--- config.mk ---
export PLATFORM = sky130hd
export DESIGN_NAME = remote_frame_receiver_top
export DESIGN_NICKNAME = d
export VERILOG_FILES = /design/src/hdl/rfr_pkg.sv /design/src/hdl/remote_frame_receiver_top.sv /design/src/hdl/rfr_fifo.sv /design/src/hdl/rfr_front.sv /design/src/hdl/rfr_back.sv
export SDC_FILE = /design/constraint.sdc
export NUM_CORES = 1
export LEC_CHECK = 0
export BUFFER_PORTS_ARGS = -buffer_cell sky130_fd_sc_hd__buf_2
export CORE_MARGIN = 2
export CORE_UTILIZATION = 25
export DETAILED_ROUTE_END_ITERATION = 12
export GPL_TIMING_DRIVEN = 0
export HOLD_SLACK_MARGIN = 0.06
export PLACE_DENSITY_LB_ADDON = 0.3
export SETUP_SLACK_MARGIN = 0.1
export SYNTH_ARGS = -nofsm -noshare
export SYNTH_HDL_FRONTEND = slang
export SYNTH_HIERARCHICAL = 1
export SYNTH_SLANG_ARGS = --single-unit
--- constraint.sdc ---
create_clock -name clk -period 23.3 [get_ports clk]
set_clock_uncertainty 0.05 [all_clocks]
set_input_delay 3.495 -clock clk [delete_from_list [all_inputs] [get_ports clk]]
set_output_delay 3.495 -clock clk [all_outputs]
set_load 0.02 [all_outputs]
--- src/hdl/rfr_pkg.sv ---
package rfr_pkg;

  // default frame layout
  localparam int PAYLOAD_BYTES_DEF = 7;
  localparam int ID_BYTES_DEF      = 3;
  localparam int HEADER_BYTES_DEF  = 10;

  // fixed header positions
  localparam int POS_HDR0  = 0;
  localparam int POS_HDR1  = 1;
  localparam int POS_CMD   = 2;
  localparam int POS_INDEX = 3;
  localparam int POS_ID    = 4;

  localparam logic [7:0] HDR_BYTE0    = 8'h55;
  localparam logic [7:0] HDR_BYTE1    = 8'hAA;
  localparam logic [7:0] CMD_PAIR     = 8'h0A;
  localparam logic [7:0] CMD_NORMAL   = 8'h0F;
  localparam logic [7:0] RESERVED_MAX = 8'd10;
  localparam logic [7:0] INDEX_RESET  = 8'd100;

  // bytes carried by the id load port
  localparam int ID_PORT_BYTES = 3;

  // frame jobs waiting between front and back
  localparam int JOB_DEPTH = 2;

  typedef enum logic [1:0] {
    FUNC_BYTE    = 2'd0,
    FUNC_PAIR    = 2'd1,
    FUNC_LOAD_ID = 2'd2,
    FUNC_NONE    = 2'd3
  } func_t;

  typedef enum logic [1:0] {
    KIND_STATUS  = 2'd0,
    KIND_PAYLOAD = 2'd1,
    KIND_ID      = 2'd2
  } kind_t;

  typedef enum logic [3:0] {
    V_SHORT       = 4'd0,
    V_BAD_HEADER  = 4'd1,
    V_BAD_SUM     = 4'd2,
    V_REPEAT      = 4'd3,
    V_FORWARDED   = 4'd4,
    V_MISMATCH    = 4'd5,
    V_PAIRED      = 4'd6,
    V_NOT_PAIRING = 4'd7,
    V_RESERVED    = 4'd8
  } verdict_t;

  typedef enum logic [1:0] {
    PH_ID     = 2'd0,
    PH_PAY    = 2'd1,
    PH_STATUS = 2'd2
  } phase_t;

  typedef struct packed {
    verdict_t    verdict;
    logic        accepted;
    logic [15:0] total;
    logic        emit_id;
    logic        emit_pay;
  } job_ctrl_t;

endpackage

--- src/hdl/remote_frame_receiver_top.sv ---
// radio frame receiver
// input channel: push/full carries one item per transfer: a frame byte with its
// last_byte mark (func 0), enter pairing mode (func 1) or load a saved paired id
// (func 2). a frame is header, payload and an additive checksum byte.
// result channel: empty/pop presents the oldest result; each frame end gives an
// optional run of id bytes to save, an optional run of payload bytes to forward,
// then one status item with last set, carrying the verdict and running count.
// the transfer of a frame's final byte writes its job into the job queue; its first
// result is loaded into the output register once that register is free.
// throughput: one input byte per cycle while full is low; results leave at one
// per cycle while the receiver pops; a frame gives between 1 and id+payload+1
// results. the front judges each frame and parks it in a two-entry job queue;
// full rises while that queue holds two frames not yet drained.
// a stalled receiver holds the current result steady, the front keeps taking
// bytes until the job queue fills.
// reset: synchronous, clears the frame state, the job queue and the output
// register; the paired id reads as zero and pairing mode is off.
module remote_frame_receiver_top #(
  parameter int PAYLOAD_BYTES = rfr_pkg::PAYLOAD_BYTES_DEF,
  parameter int ID_BYTES      = rfr_pkg::ID_BYTES_DEF,
  parameter int HEADER_BYTES  = rfr_pkg::HEADER_BYTES_DEF
) (
  input  logic        clk,
  input  logic        rst,
  input  logic        push,
  output logic        full,
  input  logic [1:0]  func,
  input  logic [7:0]  data_byte,
  input  logic        last_byte,
  input  logic [23:0] id_value,
  output logic        empty,
  input  logic        pop,
  output logic [1:0]  kind,
  output logic [7:0]  out_byte,
  output logic [3:0]  verdict,
  output logic        accepted,
  output logic [15:0] accepted_total,
  output logic        last
);

  localparam int CW = $bits(rfr_pkg::job_ctrl_t);
  localparam int IDW = ID_BYTES * 8;
  localparam int PYW = PAYLOAD_BYTES * 8;
  localparam int JW = CW + IDW + PYW;

  logic                job_push;
  rfr_pkg::job_ctrl_t  job_ctrl;
  logic [IDW-1:0]      job_id;
  logic [PYW-1:0]      job_pay;
  logic [JW-1:0]       head_data;
  logic                head_valid;
  logic                head_pop;
  logic                take;
  rfr_pkg::job_ctrl_t  head_ctrl;

  assign take      = push && !full;
  assign head_ctrl = rfr_pkg::job_ctrl_t'(head_data[JW-1 -: CW]);

  rfr_front #(
    .PAYLOAD_BYTES (PAYLOAD_BYTES),
    .ID_BYTES      (ID_BYTES),
    .HEADER_BYTES  (HEADER_BYTES)
  ) u_front (
    .clk       (clk),
    .rst       (rst),
    .take      (take),
    .func      (func),
    .data_byte (data_byte),
    .last_byte (last_byte),
    .id_value  (id_value),
    .job_push  (job_push),
    .job_ctrl  (job_ctrl),
    .job_id    (job_id),
    .job_pay   (job_pay)
  );

  rfr_fifo #(
    .WIDTH (JW),
    .DEPTH (rfr_pkg::JOB_DEPTH)
  ) u_jobs (
    .clk       (clk),
    .rst       (rst),
    .wr_en     (job_push),
    .wr_data   ({job_ctrl, job_id, job_pay}),
    .rd_en     (head_pop),
    .rd_data   (head_data),
    .not_empty (head_valid),
    .is_full   (full)
  );

  rfr_back #(
    .PAYLOAD_BYTES (PAYLOAD_BYTES),
    .ID_BYTES      (ID_BYTES)
  ) u_back (
    .clk            (clk),
    .rst            (rst),
    .head_valid     (head_valid),
    .head_ctrl      (head_ctrl),
    .head_id        (head_data[PYW +: IDW]),
    .head_pay       (head_data[PYW-1:0]),
    .head_pop       (head_pop),
    .pop            (pop),
    .empty          (empty),
    .kind           (kind),
    .out_byte       (out_byte),
    .verdict        (verdict),
    .accepted       (accepted),
    .accepted_total (accepted_total),
    .last           (last)
  );

endmodule

--- src/hdl/rfr_fifo.sv ---
module rfr_fifo #(
  parameter int WIDTH = 8,
  parameter int DEPTH = rfr_pkg::JOB_DEPTH
) (
  input  logic             clk,
  input  logic             rst,
  input  logic             wr_en,
  input  logic [WIDTH-1:0] wr_data,
  input  logic             rd_en,
  output logic [WIDTH-1:0] rd_data,
  output logic             not_empty,
  output logic             is_full
);

  localparam int AW = (DEPTH > 1) ? $clog2(DEPTH) : 1;
  localparam int CW = $clog2(DEPTH + 1);
  localparam logic [AW-1:0] PTR_LAST = AW'(DEPTH - 1);
  localparam logic [CW-1:0] CNT_FULL = CW'(DEPTH);

  logic [WIDTH-1:0] mem [DEPTH];
  logic [AW-1:0]    wr_ptr;
  logic [AW-1:0]    rd_ptr;
  logic [CW-1:0]    count;

  assign rd_data   = mem[rd_ptr];
  assign not_empty = (count != '0);
  assign is_full   = (count == CNT_FULL);

  always_ff @(posedge clk) begin
    if (wr_en) begin
      mem[wr_ptr] <= wr_data;
    end
  end

  always_ff @(posedge clk) begin
    if (rst) begin
      wr_ptr <= '0;
      rd_ptr <= '0;
      count  <= '0;
    end else begin
      if (wr_en) begin
        wr_ptr <= (wr_ptr == PTR_LAST) ? '0 : wr_ptr + 1'b1;
      end
      if (rd_en) begin
        rd_ptr <= (rd_ptr == PTR_LAST) ? '0 : rd_ptr + 1'b1;
      end
      if (wr_en && !rd_en) begin
        count <= count + 1'b1;
      end else if (rd_en && !wr_en) begin
        count <= count - 1'b1;
      end
    end
  end

endmodule

--- src/hdl/rfr_front.sv ---
module rfr_front #(
  parameter int PAYLOAD_BYTES = rfr_pkg::PAYLOAD_BYTES_DEF,
  parameter int ID_BYTES      = rfr_pkg::ID_BYTES_DEF,
  parameter int HEADER_BYTES  = rfr_pkg::HEADER_BYTES_DEF
) (
  input  logic                       clk,
  input  logic                       rst,
  input  logic                       take,
  input  logic [1:0]                 func,
  input  logic [7:0]                 data_byte,
  input  logic                       last_byte,
  input  logic [23:0]                id_value,
  output logic                       job_push,
  output rfr_pkg::job_ctrl_t         job_ctrl,
  output logic [ID_BYTES*8-1:0]      job_id,
  output logic [PAYLOAD_BYTES*8-1:0] job_pay
);

  localparam int FRAME_LEN = HEADER_BYTES + PAYLOAD_BYTES + 1;
  localparam int POSW      = $clog2(FRAME_LEN + 1);
  localparam logic [POSW-1:0] POS_END   = POSW'(FRAME_LEN);
  localparam logic [POSW-1:0] POS_SUM   = POSW'(FRAME_LEN - 1);
  localparam logic [POSW-1:0] POS_H0    = POSW'(rfr_pkg::POS_HDR0);
  localparam logic [POSW-1:0] POS_H1    = POSW'(rfr_pkg::POS_HDR1);
  localparam logic [POSW-1:0] POS_C     = POSW'(rfr_pkg::POS_CMD);
  localparam logic [POSW-1:0] POS_N     = POSW'(rfr_pkg::POS_INDEX);

  // frame being received
  logic [POSW-1:0] pos;
  logic [7:0]      run_sum;
  logic            hdr_ok;
  logic [7:0]      cmd;
  logic [7:0]      num;
  logic [7:0]      sumb;
  logic [7:0]      rid [ID_BYTES];
  logic [7:0]      pay [PAYLOAD_BYTES];

  // state across frames
  logic [7:0]      prev_idx;
  logic [7:0]      pid [ID_BYTES];
  logic            pairing;
  logic [15:0]     acc_count;

  // frame state with the current byte folded in
  logic [POSW-1:0] pos_next;
  logic [7:0]      run_sum_next;
  logic            hdr_ok_next;
  logic [7:0]      cmd_next;
  logic [7:0]      num_next;
  logic [7:0]      sumb_next;
  logic [7:0]      rid_next [ID_BYTES];
  logic [7:0]      pay_next [PAYLOAD_BYTES];

  logic [7:0]      ld_id [ID_BYTES];
  logic            id_rsvd;
  logic            id_match;
  logic            frame_pass;
  logic            pid_take;
  logic            pairing_clear;
  logic            count_inc;
  logic            byte_take;
  logic            frame_end;

  assign byte_take = take && (rfr_pkg::func_t'(func) == rfr_pkg::FUNC_BYTE);
  assign frame_end = byte_take && last_byte;
  assign job_push  = frame_end;

  for (genvar i = 0; i < ID_BYTES; i++) begin : g_id
    if (i < rfr_pkg::ID_PORT_BYTES) begin : g_port
      assign ld_id[i] = id_value[8*i +: 8];
    end else begin : g_zero
      assign ld_id[i] = '0;
    end
    assign job_id[8*i +: 8] = rid_next[i];
  end

  for (genvar i = 0; i < PAYLOAD_BYTES; i++) begin : g_pay
    assign job_pay[8*i +: 8] = pay_next[i];
  end

  always_comb begin
    pos_next     = pos;
    run_sum_next = run_sum;
    hdr_ok_next  = hdr_ok;
    cmd_next     = cmd;
    num_next     = num;
    sumb_next    = sumb;
    rid_next     = rid;
    pay_next     = pay;
    // bytes beyond a full frame are dropped
    if (pos != POS_END) begin
      if (pos == POS_H0 && data_byte != rfr_pkg::HDR_BYTE0) begin
        hdr_ok_next = 1'b0;
      end
      if (pos == POS_H1 && data_byte != rfr_pkg::HDR_BYTE1) begin
        hdr_ok_next = 1'b0;
      end
      if (pos == POS_C) begin
        cmd_next = data_byte;
      end
      if (pos == POS_N) begin
        num_next = data_byte;
      end
      for (int i = 0; i < ID_BYTES; i++) begin
        if (pos == POSW'(rfr_pkg::POS_ID + i)) begin
          rid_next[i] = data_byte;
        end
      end
      for (int i = 0; i < PAYLOAD_BYTES; i++) begin
        if (pos == POSW'(HEADER_BYTES + i)) begin
          pay_next[i] = data_byte;
        end
      end
      if (pos == POS_SUM) begin
        sumb_next = data_byte;
      end else begin
        run_sum_next = run_sum + data_byte;
      end
      pos_next = pos + 1'b1;
    end
  end

  always_comb begin
    id_rsvd  = (rid_next[0] <= rfr_pkg::RESERVED_MAX);
    id_match = 1'b1;
    for (int i = 0; i < ID_BYTES; i++) begin
      if (i > 0 && rid_next[i] != 8'd0) begin
        id_rsvd = 1'b0;
      end
      if (pid[i] != rid_next[i]) begin
        id_match = 1'b0;
      end
    end
  end

  always_comb begin
    job_ctrl          = '0;
    job_ctrl.verdict  = rfr_pkg::V_SHORT;
    job_ctrl.total    = acc_count;
    frame_pass        = 1'b0;
    pid_take          = 1'b0;
    pairing_clear     = 1'b0;
    count_inc         = 1'b0;
    if (pos_next != POS_END) begin
      job_ctrl.verdict = rfr_pkg::V_SHORT;
    end else if (!hdr_ok_next ||
                 (cmd_next != rfr_pkg::CMD_PAIR && cmd_next != rfr_pkg::CMD_NORMAL)) begin
      job_ctrl.verdict = rfr_pkg::V_BAD_HEADER;
    end else if (sumb_next != run_sum_next) begin
      job_ctrl.verdict = rfr_pkg::V_BAD_SUM;
    end else if (num_next == prev_idx) begin
      job_ctrl.verdict = rfr_pkg::V_REPEAT;
    end else begin
      frame_pass = 1'b1;
      if (cmd_next == rfr_pkg::CMD_PAIR) begin
        if (!pairing) begin
          job_ctrl.verdict = rfr_pkg::V_NOT_PAIRING;
        end else begin
          // a reserved id still overwrites the paired id
          pid_take = 1'b1;
          if (id_rsvd) begin
            job_ctrl.verdict = rfr_pkg::V_RESERVED;
          end else begin
            job_ctrl.verdict  = rfr_pkg::V_PAIRED;
            job_ctrl.emit_id  = 1'b1;
            job_ctrl.emit_pay = 1'b1;
            pairing_clear     = 1'b1;
          end
        end
      end else begin
        count_inc         = 1'b1;
        job_ctrl.accepted = 1'b1;
        job_ctrl.total    = acc_count + 16'd1;
        if (id_rsvd || id_match) begin
          job_ctrl.verdict  = rfr_pkg::V_FORWARDED;
          job_ctrl.emit_pay = 1'b1;
        end else begin
          job_ctrl.verdict = rfr_pkg::V_MISMATCH;
        end
      end
    end
  end

  always_ff @(posedge clk) begin
    if (byte_take) begin
      rid <= rid_next;
      pay <= pay_next;
    end
  end

  always_ff @(posedge clk) begin
    if (rst) begin
      pos       <= '0;
      run_sum   <= '0;
      hdr_ok    <= 1'b1;
      cmd       <= '0;
      num       <= '0;
      sumb      <= '0;
      prev_idx  <= rfr_pkg::INDEX_RESET;
      pid       <= '{default: '0};
      pairing   <= 1'b0;
      acc_count <= '0;
    end else if (take) begin
      case (rfr_pkg::func_t'(func))
        rfr_pkg::FUNC_PAIR: begin
          pairing <= 1'b1;
        end
        rfr_pkg::FUNC_LOAD_ID: begin
          pid <= ld_id;
        end
        rfr_pkg::FUNC_BYTE: begin
          if (last_byte) begin
            pos     <= '0;
            run_sum <= '0;
            hdr_ok  <= 1'b1;
            cmd     <= '0;
            num     <= '0;
            sumb    <= '0;
            if (frame_pass) begin
              prev_idx <= num_next;
            end
            if (pid_take) begin
              pid <= rid_next;
            end
            if (pairing_clear) begin
              pairing <= 1'b0;
            end
            if (count_inc) begin
              acc_count <= acc_count + 16'd1;
            end
          end else begin
            pos     <= pos_next;
            run_sum <= run_sum_next;
            hdr_ok  <= hdr_ok_next;
            cmd     <= cmd_next;
            num     <= num_next;
            sumb    <= sumb_next;
          end
        end
        default: begin
        end
      endcase
    end
  end

endmodule

--- src/hdl/rfr_back.sv ---
module rfr_back #(
  parameter int PAYLOAD_BYTES = rfr_pkg::PAYLOAD_BYTES_DEF,
  parameter int ID_BYTES      = rfr_pkg::ID_BYTES_DEF
) (
  input  logic                       clk,
  input  logic                       rst,
  input  logic                       head_valid,
  input  rfr_pkg::job_ctrl_t         head_ctrl,
  input  logic [ID_BYTES*8-1:0]      head_id,
  input  logic [PAYLOAD_BYTES*8-1:0] head_pay,
  output logic                       head_pop,
  input  logic                       pop,
  output logic                       empty,
  output logic [1:0]                 kind,
  output logic [7:0]                 out_byte,
  output logic [3:0]                 verdict,
  output logic                       accepted,
  output logic [15:0]                accepted_total,
  output logic                       last
);

  localparam int IW = (ID_BYTES > 1) ? $clog2(ID_BYTES) : 1;
  localparam int PW = (PAYLOAD_BYTES > 1) ? $clog2(PAYLOAD_BYTES) : 1;
  localparam logic [IW-1:0] ID_LAST  = IW'(ID_BYTES - 1);
  localparam logic [PW-1:0] PAY_LAST = PW'(PAYLOAD_BYTES - 1);

  rfr_pkg::phase_t state;
  rfr_pkg::phase_t state_next;
  rfr_pkg::phase_t eff;
  logic [IW-1:0]   id_idx;
  logic [IW-1:0]   id_idx_next;
  logic [PW-1:0]   pay_idx;
  logic [PW-1:0]   pay_idx_next;

  logic [7:0]      id_b  [ID_BYTES];
  logic [7:0]      pay_b [PAYLOAD_BYTES];

  logic            load;
  logic            out_valid;
  rfr_pkg::kind_t  res_kind;
  logic [7:0]      res_byte;
  logic            res_last;

  for (genvar i = 0; i < ID_BYTES; i++) begin : g_id
    assign id_b[i] = head_id[8*i +: 8];
  end
  for (genvar i = 0; i < PAYLOAD_BYTES; i++) begin : g_pay
    assign pay_b[i] = head_pay[8*i +: 8];
  end

  assign load  = head_valid && (!out_valid || pop);
  assign empty = !out_valid;

  // skip the parts of the job that emit nothing
  always_comb begin
    eff = state;
    if (eff == rfr_pkg::PH_ID && !head_ctrl.emit_id) begin
      eff = rfr_pkg::PH_PAY;
    end
    if (eff == rfr_pkg::PH_PAY && !head_ctrl.emit_pay) begin
      eff = rfr_pkg::PH_STATUS;
    end
  end

  always_comb begin
    state_next   = state;
    id_idx_next  = id_idx;
    pay_idx_next = pay_idx;
    if (load) begin
      case (eff)
        rfr_pkg::PH_ID: begin
          if (id_idx == ID_LAST) begin
            id_idx_next = '0;
            state_next  = rfr_pkg::PH_PAY;
          end else begin
            id_idx_next = id_idx + 1'b1;
          end
        end
        rfr_pkg::PH_PAY: begin
          if (pay_idx == PAY_LAST) begin
            pay_idx_next = '0;
            state_next   = rfr_pkg::PH_STATUS;
          end else begin
            pay_idx_next = pay_idx + 1'b1;
          end
        end
        rfr_pkg::PH_STATUS: begin
          state_next = rfr_pkg::PH_ID;
        end
        default: begin
          state_next = rfr_pkg::PH_ID;
        end
      endcase
    end
  end

  always_comb begin
    res_kind = rfr_pkg::KIND_STATUS;
    res_byte = '0;
    res_last = 1'b0;
    head_pop = 1'b0;
    case (eff)
      rfr_pkg::PH_ID: begin
        res_kind = rfr_pkg::KIND_ID;
        res_byte = id_b[id_idx];
      end
      rfr_pkg::PH_PAY: begin
        res_kind = rfr_pkg::KIND_PAYLOAD;
        res_byte = pay_b[pay_idx];
      end
      rfr_pkg::PH_STATUS: begin
        res_last = 1'b1;
        head_pop = load;
      end
      default: begin
      end
    endcase
  end

  always_ff @(posedge clk) begin
    if (rst) begin
      state     <= rfr_pkg::PH_ID;
      id_idx    <= '0;
      pay_idx   <= '0;
      out_valid <= 1'b0;
    end else begin
      state   <= state_next;
      id_idx  <= id_idx_next;
      pay_idx <= pay_idx_next;
      if (load) begin
        out_valid <= 1'b1;
      end else if (pop) begin
        out_valid <= 1'b0;
      end
    end
  end

  always_ff @(posedge clk) begin
    if (load) begin
      kind           <= res_kind;
      out_byte       <= res_byte;
      verdict        <= head_ctrl.verdict;
      accepted       <= head_ctrl.accepted;
      accepted_total <= head_ctrl.total;
      last           <= res_last;
    end
  end

endmodule

## Yosys cells after proc, flatten, opt, wreduce, memory -nomap -nowiden

Memory sizes are Yosys's and may differ from the RTL's. A register that Yosys moved wholly into a read port is not among the register bits.
Cells that the tools add are included.

| word-level totals | value |
|---|---|
| bits in registers | 211 |
| bits in writable memories | 206 |
| logic and storage cells | 237 |
| memories kept | 1 |

| cells by class | value |
|---|---|
| add/sub/neg operators | 9 |
| magnitude comparators | 3 |
| equal/unequal tests | 39 |
| muxes and demuxes | 108 |
| bitwise gates (word level) | 2 |
| reductions and logical operators | 40 |

Memories:

| name | depth | width | rd ports | clocked after memory_dff | write ports | RTL line | source |
|---|---|---|---|---|---|---|---|
| u_jobs.mem | 2 | 103 | 1 | 1 | 1 | rfr_fifo.sv:20 | `logic [WIDTH-1:0] mem [DEPTH];` |

Operators by type and width:

| cell | count |
|---|---|
| $mux W8 | 26 |
| $mux W19 | 4 |
| $mux W24 | 3 |
| $mux W56 | 1 |
| $pmux W24 S2 | 1 |
| $mux W1 | 47 |
| $ne A8 B8 Y1 | 4 |
| $eq A5 B4 Y1 const B | 6 |
| $mux W4 | 7 |
| $bmux W8 S3 | 1 |
| $mux W2 | 9 |
| $mux W17 | 1 |
| $add A16 B1 Y16 const B | 1 |
| $bmux W8 S2 | 1 |
| $ne A8 B4 Y1 const B | 2 |
| $pmux W8 S2 | 1 |
| $reduce_and A4 Y1 | 4 |
| $reduce_bool A8 Y1 | 2 |
| $eq A5 B3 Y1 const B | 3 |
| $logic_and A1 B1 Y1 | 11 |
| $eq A5 B2 Y1 const B | 2 |
| $eq A5 B5 Y1 const B | 2 |
| $mux W5 | 2 |
| $ne A5 B5 Y1 const B | 2 |
| 31 further kinds | 58 |

## Logic depth before layout (Yosys ltp)

| logic depth | value |
|---|---|
| word-level depth | 16 |
| gate-level depth with buffers | 15 |
| gate-level depth less buffers | 12 |

## Modules after synthesis

The synthesis kept the hierarchy.

By module, submodules not included:

| module | instances | cells each | area an instance (um^2) | sequential area each (um^2) |
|---|---|---|---|---|
| rfr_front | 1 | 957 | 9238.9 | 4144.0 |
| rfr_fifo | 1 | 342 | 7654.8 | 6286.0 |
| rfr_back | 1 | 169 | 2047.0 | 1121.1 |
| remote_frame_receiver_top | 1 | 1 | 13.8 | 0.0 |

## Worst setup path after synthesis

Ideal clock, no wire load.

| timing | value |
|---|---|
| path kind | input-to-reg |
| start point | input func[1] |
| end point | memory u_jobs/mem[0][0] in the netlist's numbering, enable pin |
| setup time | 578 ps |
| data arrival time | 9712 ps |
| required time | 22672 ps |
| slack | 12960 ps |
| stages | 6 |
| cells stage by stage | nor2_1 nand2_1 inv_2 nand2_1 inv_1 nor2b_1 |

| between the ends | value |
|---|---|
| word-level cells in the longest chain between the ends | 5 |

RTL lines:

| what | RTL line | source |
|---|---|---|
| start: declaration | remote_frame_receiver_top.sv:27 | `input logic [1:0] func,` |
| $logic_not A2 Y1 | rfr_front.sv:64 | `assign byte_take = take && (rfr_pkg::func_t'(func) == rfr_pkg::FUNC_BYTE);` |
| $logic_and A1 B1 Y1 | rfr_front.sv:64 |  |
| via u_front.byte_take | rfr_front.sv:61 | `logic byte_take;` |
| $logic_and A1 B1 Y1 | rfr_front.sv:65 | `assign frame_end = byte_take && last_byte;` |
| via job_push | remote_frame_receiver_top.sv:46 | `logic job_push;` |
| $mux W1 | rfr_fifo.sv:30 | `if (wr_en) begin` |
| $mux W1 (not written as such) | rfr_fifo.sv:31 | `mem[wr_ptr] <= wr_data;` |
| end: declaration | rfr_fifo.sv:20 |  |

The timed path passes the listed nets, and every way through them passes these cells.

==> reports/qor.txt <==
Required @ worst endpoint: 23.63 ns
CTS Root Cell: clkbuf_16
family with the most delay on the worst path: buffers and inverters
Num CTS Buffers: 43
status: complete, no violations
post-synth cell types: 74
Hold Fails Final Rpt: 0
Synth Register Bits: 418
syn_nets: 1523
PostCTS Resize Cnt: 0
Layout Utilization: 0.2959
Layout area overhead: 16.60%
Final setup viols: 0
maximum VDD drop: 0.00004894 V
Port Buf Inserts: 71
reg-to-reg startpoint: u_front/pos[0]
TritonCTS clock tree: built
WS Path Type: input port to register
cell count after synthesis: 1469
CP arrival: 8.54 ns
core area: 0.07470 mm^2
crit-path max cell delay: 0.86 ns
Max Cap Viol: 0
Reg2Reg Capture Point: u_jobs/mem[0][80]
hold path endpoint: u_front/pid[21]
Via density: 4.721
CTS Hold Bufs: 0
HP Class: register to register
endpoint type of the worst setup path: register
cell taking the most area after synthesis: edfxtp_1
HPWL after DPL: 35.85 mm
Yosys top cell area share: 0.5038
top_reg_cell synth: edfxtp_1
clk_lat worst skew: 0.58 ns
postcts setup bufs: 0
Cell Area, Synth: 0.01895 mm^2
crit start category: input port
Avg Synthesized Cell Area: 12.90 um^2
top post-synthesis cells by area: edfxtp_1 (50%), dfxtp_1 (11%), mux2_2 (9.7%)
Worst Min Path Start: u_front/pid[21]
Die Area: 0.07804 mm^2
initial antenna violation count: 2
WL final: 51.44 mm
most common cell after layout, fill and taps aside: edfxtp_1
Yosys Warn Count: 6
first-pass GRT wire length: 77.11 mm
fin nets: 1648
average wire per standard cell: 19.79 um
DIE HEIGHT: 279.4 um
Reg clk slew, reported paths: 0.06 ns
Final period util: 0.3522
ys async rst share: 0
vias in the first global route: 12361
CP Buf/Inv Count: 4
number of synthesized flops with an enable pin: 318
Sink Count: 418
relative slew slack: 0.3665
setup TNS: 0 ns
GR Overflow Total: 0
reg2reg path depth: 12
Reg area: 0.01155 mm^2
Leak Pwr: 0.007467 uW
gr usage total: 0.1304
layout cells sized above 1: 0.2222
Fillers: 7538
Boundary Pins: 73
DR DRC count: 0
Tmin final: 8.207 ns
Initial Util: 0.2538
Cell Chain, Critical Path: buf_2 > clkbuf_1 > clkinv_1 > fa_1 > nor2b_1 > o31a_1 > nor2_1 > o311ai_1 > xnor2_1 > nor4_2 > buf_2 > nand2_1 > xnor2_1
Vias: 12271
largest net degree at the start of global routing: 58
slowest stage cell on the critical path: nor4_2
PD cells: 71.39 mW/mm^2
CTS max path bufs: 3
H-tree depth: 2
RSZ-0062 raised after global routing: false
CP max FO: 10
post-route ant nets: 0
Worst R2R Setup Slack: 18.75 ns
RD Place Congestion: 0.8248
Die Span X: 279.4 um
Max Clk Rate: 121.9 MHz
Rows: 100
initial DRC count: 961
area taken by multi-input logic gates: 0.006805 mm^2
most frequent cells in the layout: edfxtp_1 (318), mux2_2 (164), nor2_1 (119)
Final Max Tran Viols: 0
TritonRoute pass-1 iters: 5
post-synthesis sequential area ratio: 0.6094
Min-Delay Path Depth: 2
Slew @ Worst Pin: 0.9502 ns
through the flow:
| stage | instances | total power, uW | setup slack [ns] | hold slack [ns] | area, um^2 |
|---|---|---|---|---|---|
| after CTS | 2598 | 1601 | 15.30 | 0.4191 | 22100 |
| after global placement | 2509 | 928.7 | 7.750 | 0.4015 | 20520 |
| final | 2599 | 1578 | 15.09 | 0.4157 | 22100 |
| after global routing | 2599 | 1636 | 14.95 | 0.4369 | 22100 |
| after detailed placement | 2518 | 930.1 | 14.68 | 0.4087 | 20740 |
| after floorplan | 1469 | 891.1 | 12.96 | 0.3927 | 18950 |
per-layer routing:
metal | vias up | GRT usage | part of all wire
li1 | 5721 | - | -
met1 | 6179 | 0.1717 | 0.44
met2 | 297 | 0.2197 | 0.49
met3 | 74 | 0.02018 | 0.048
met4 | 0 | 0.04122 | 0.028
met5 | - | 0 | 0
tightest hold or removal path, cell delays in order (launching register included):
cell	delay, ns
dfxtp_1	0.32
nand2_1	0.05
a21oi_1	0.05
kinds of logic (layout without fill, tap and decap cells):
family	count (synthesis)	count (layout)	synth area share
adder cells (fa/ha/maj)	15	15	0.01030
AND/OR/NAND/NOR	386	386	0.1023
flip-flops	418	418	0.6094
multiplexers	230	230	0.1376
AO/OA/AOI/OAI	220	220	0.07961
other	0	1	0
buffers and inverters	139	299	0.03261
XOR/XNOR	61	61	0.02819
registers in the layout (all words and copies together) (netlist names), 5 cells and up, named ones only:
name,cells
u_front/num,8
u_front/pos,5
u_front/pid,24
u_front/acc_count,16
u_front/cmd,8
u_front/sumb,8
u_back/out_byte,8
u_front/pay,56
u_front/prev_idx,8
u_jobs/mem,206
u_back/accepted_total,16
u_front/run_sum,8
u_front/rid,24
power breakdown:
part	switching (uW)	internal [uW]
clock	288	375
sequential	5.38	814
combinational	64.1	30.8
total	358	1220
area by class of cell:
cell class                      count  share of cell area
Sequential cell                   418              0.5226
Multi-Input combinational cell    912              0.3079
Tap cell                          969             0.05486
Clock buffer                       60             0.05480
Timing Repair Buffer               80             0.02514
Buffer                             83             0.01846
Inverter                           56            0.009624
Clock inverter                     20            0.006454
Antenna cell                        1           0.0001132
cells in the mapped netlist (all sizes together) (5+ instances only):
library cell,n
nor3,18
xor2,14
dfxtp,100
or4,8
nor2b,30
o21ai,29
inv,55
nor4,7
mux4,8
mux2i,58
edfxtp,318
nand3,25
o32ai,8
nor3b,5
o31ai,7
a211oi,5
nand2b,13
and3,18
a22oi,32
a21oi,64
ha,14
o211a,8
clkbuf,49
xnor2,47
nand2,92
buf,34
nand4,19
or3,6
a211o,27
a311oi,6
mux2,164
nor2,120
and2,7
worst max path at each step:
stage,cells after the start,slack (ns),to,startpoint
finish,13,15.09,u_jobs/mem[0][94],data_byte[1]
global route,13,14.95,u_jobs/mem[0][94],data_byte[1]
CTS,13,15.30,u_jobs/mem[0][94],data_byte[1]
detailed placement,13,14.68,u_jobs/mem[0][94],data_byte[1]
global placement,7,7.75,u_jobs/mem[0][30],func[1]
floorplan,6,12.96,u_jobs/mem[0][0],func[1]
Power figures use the tool's default switching activity.
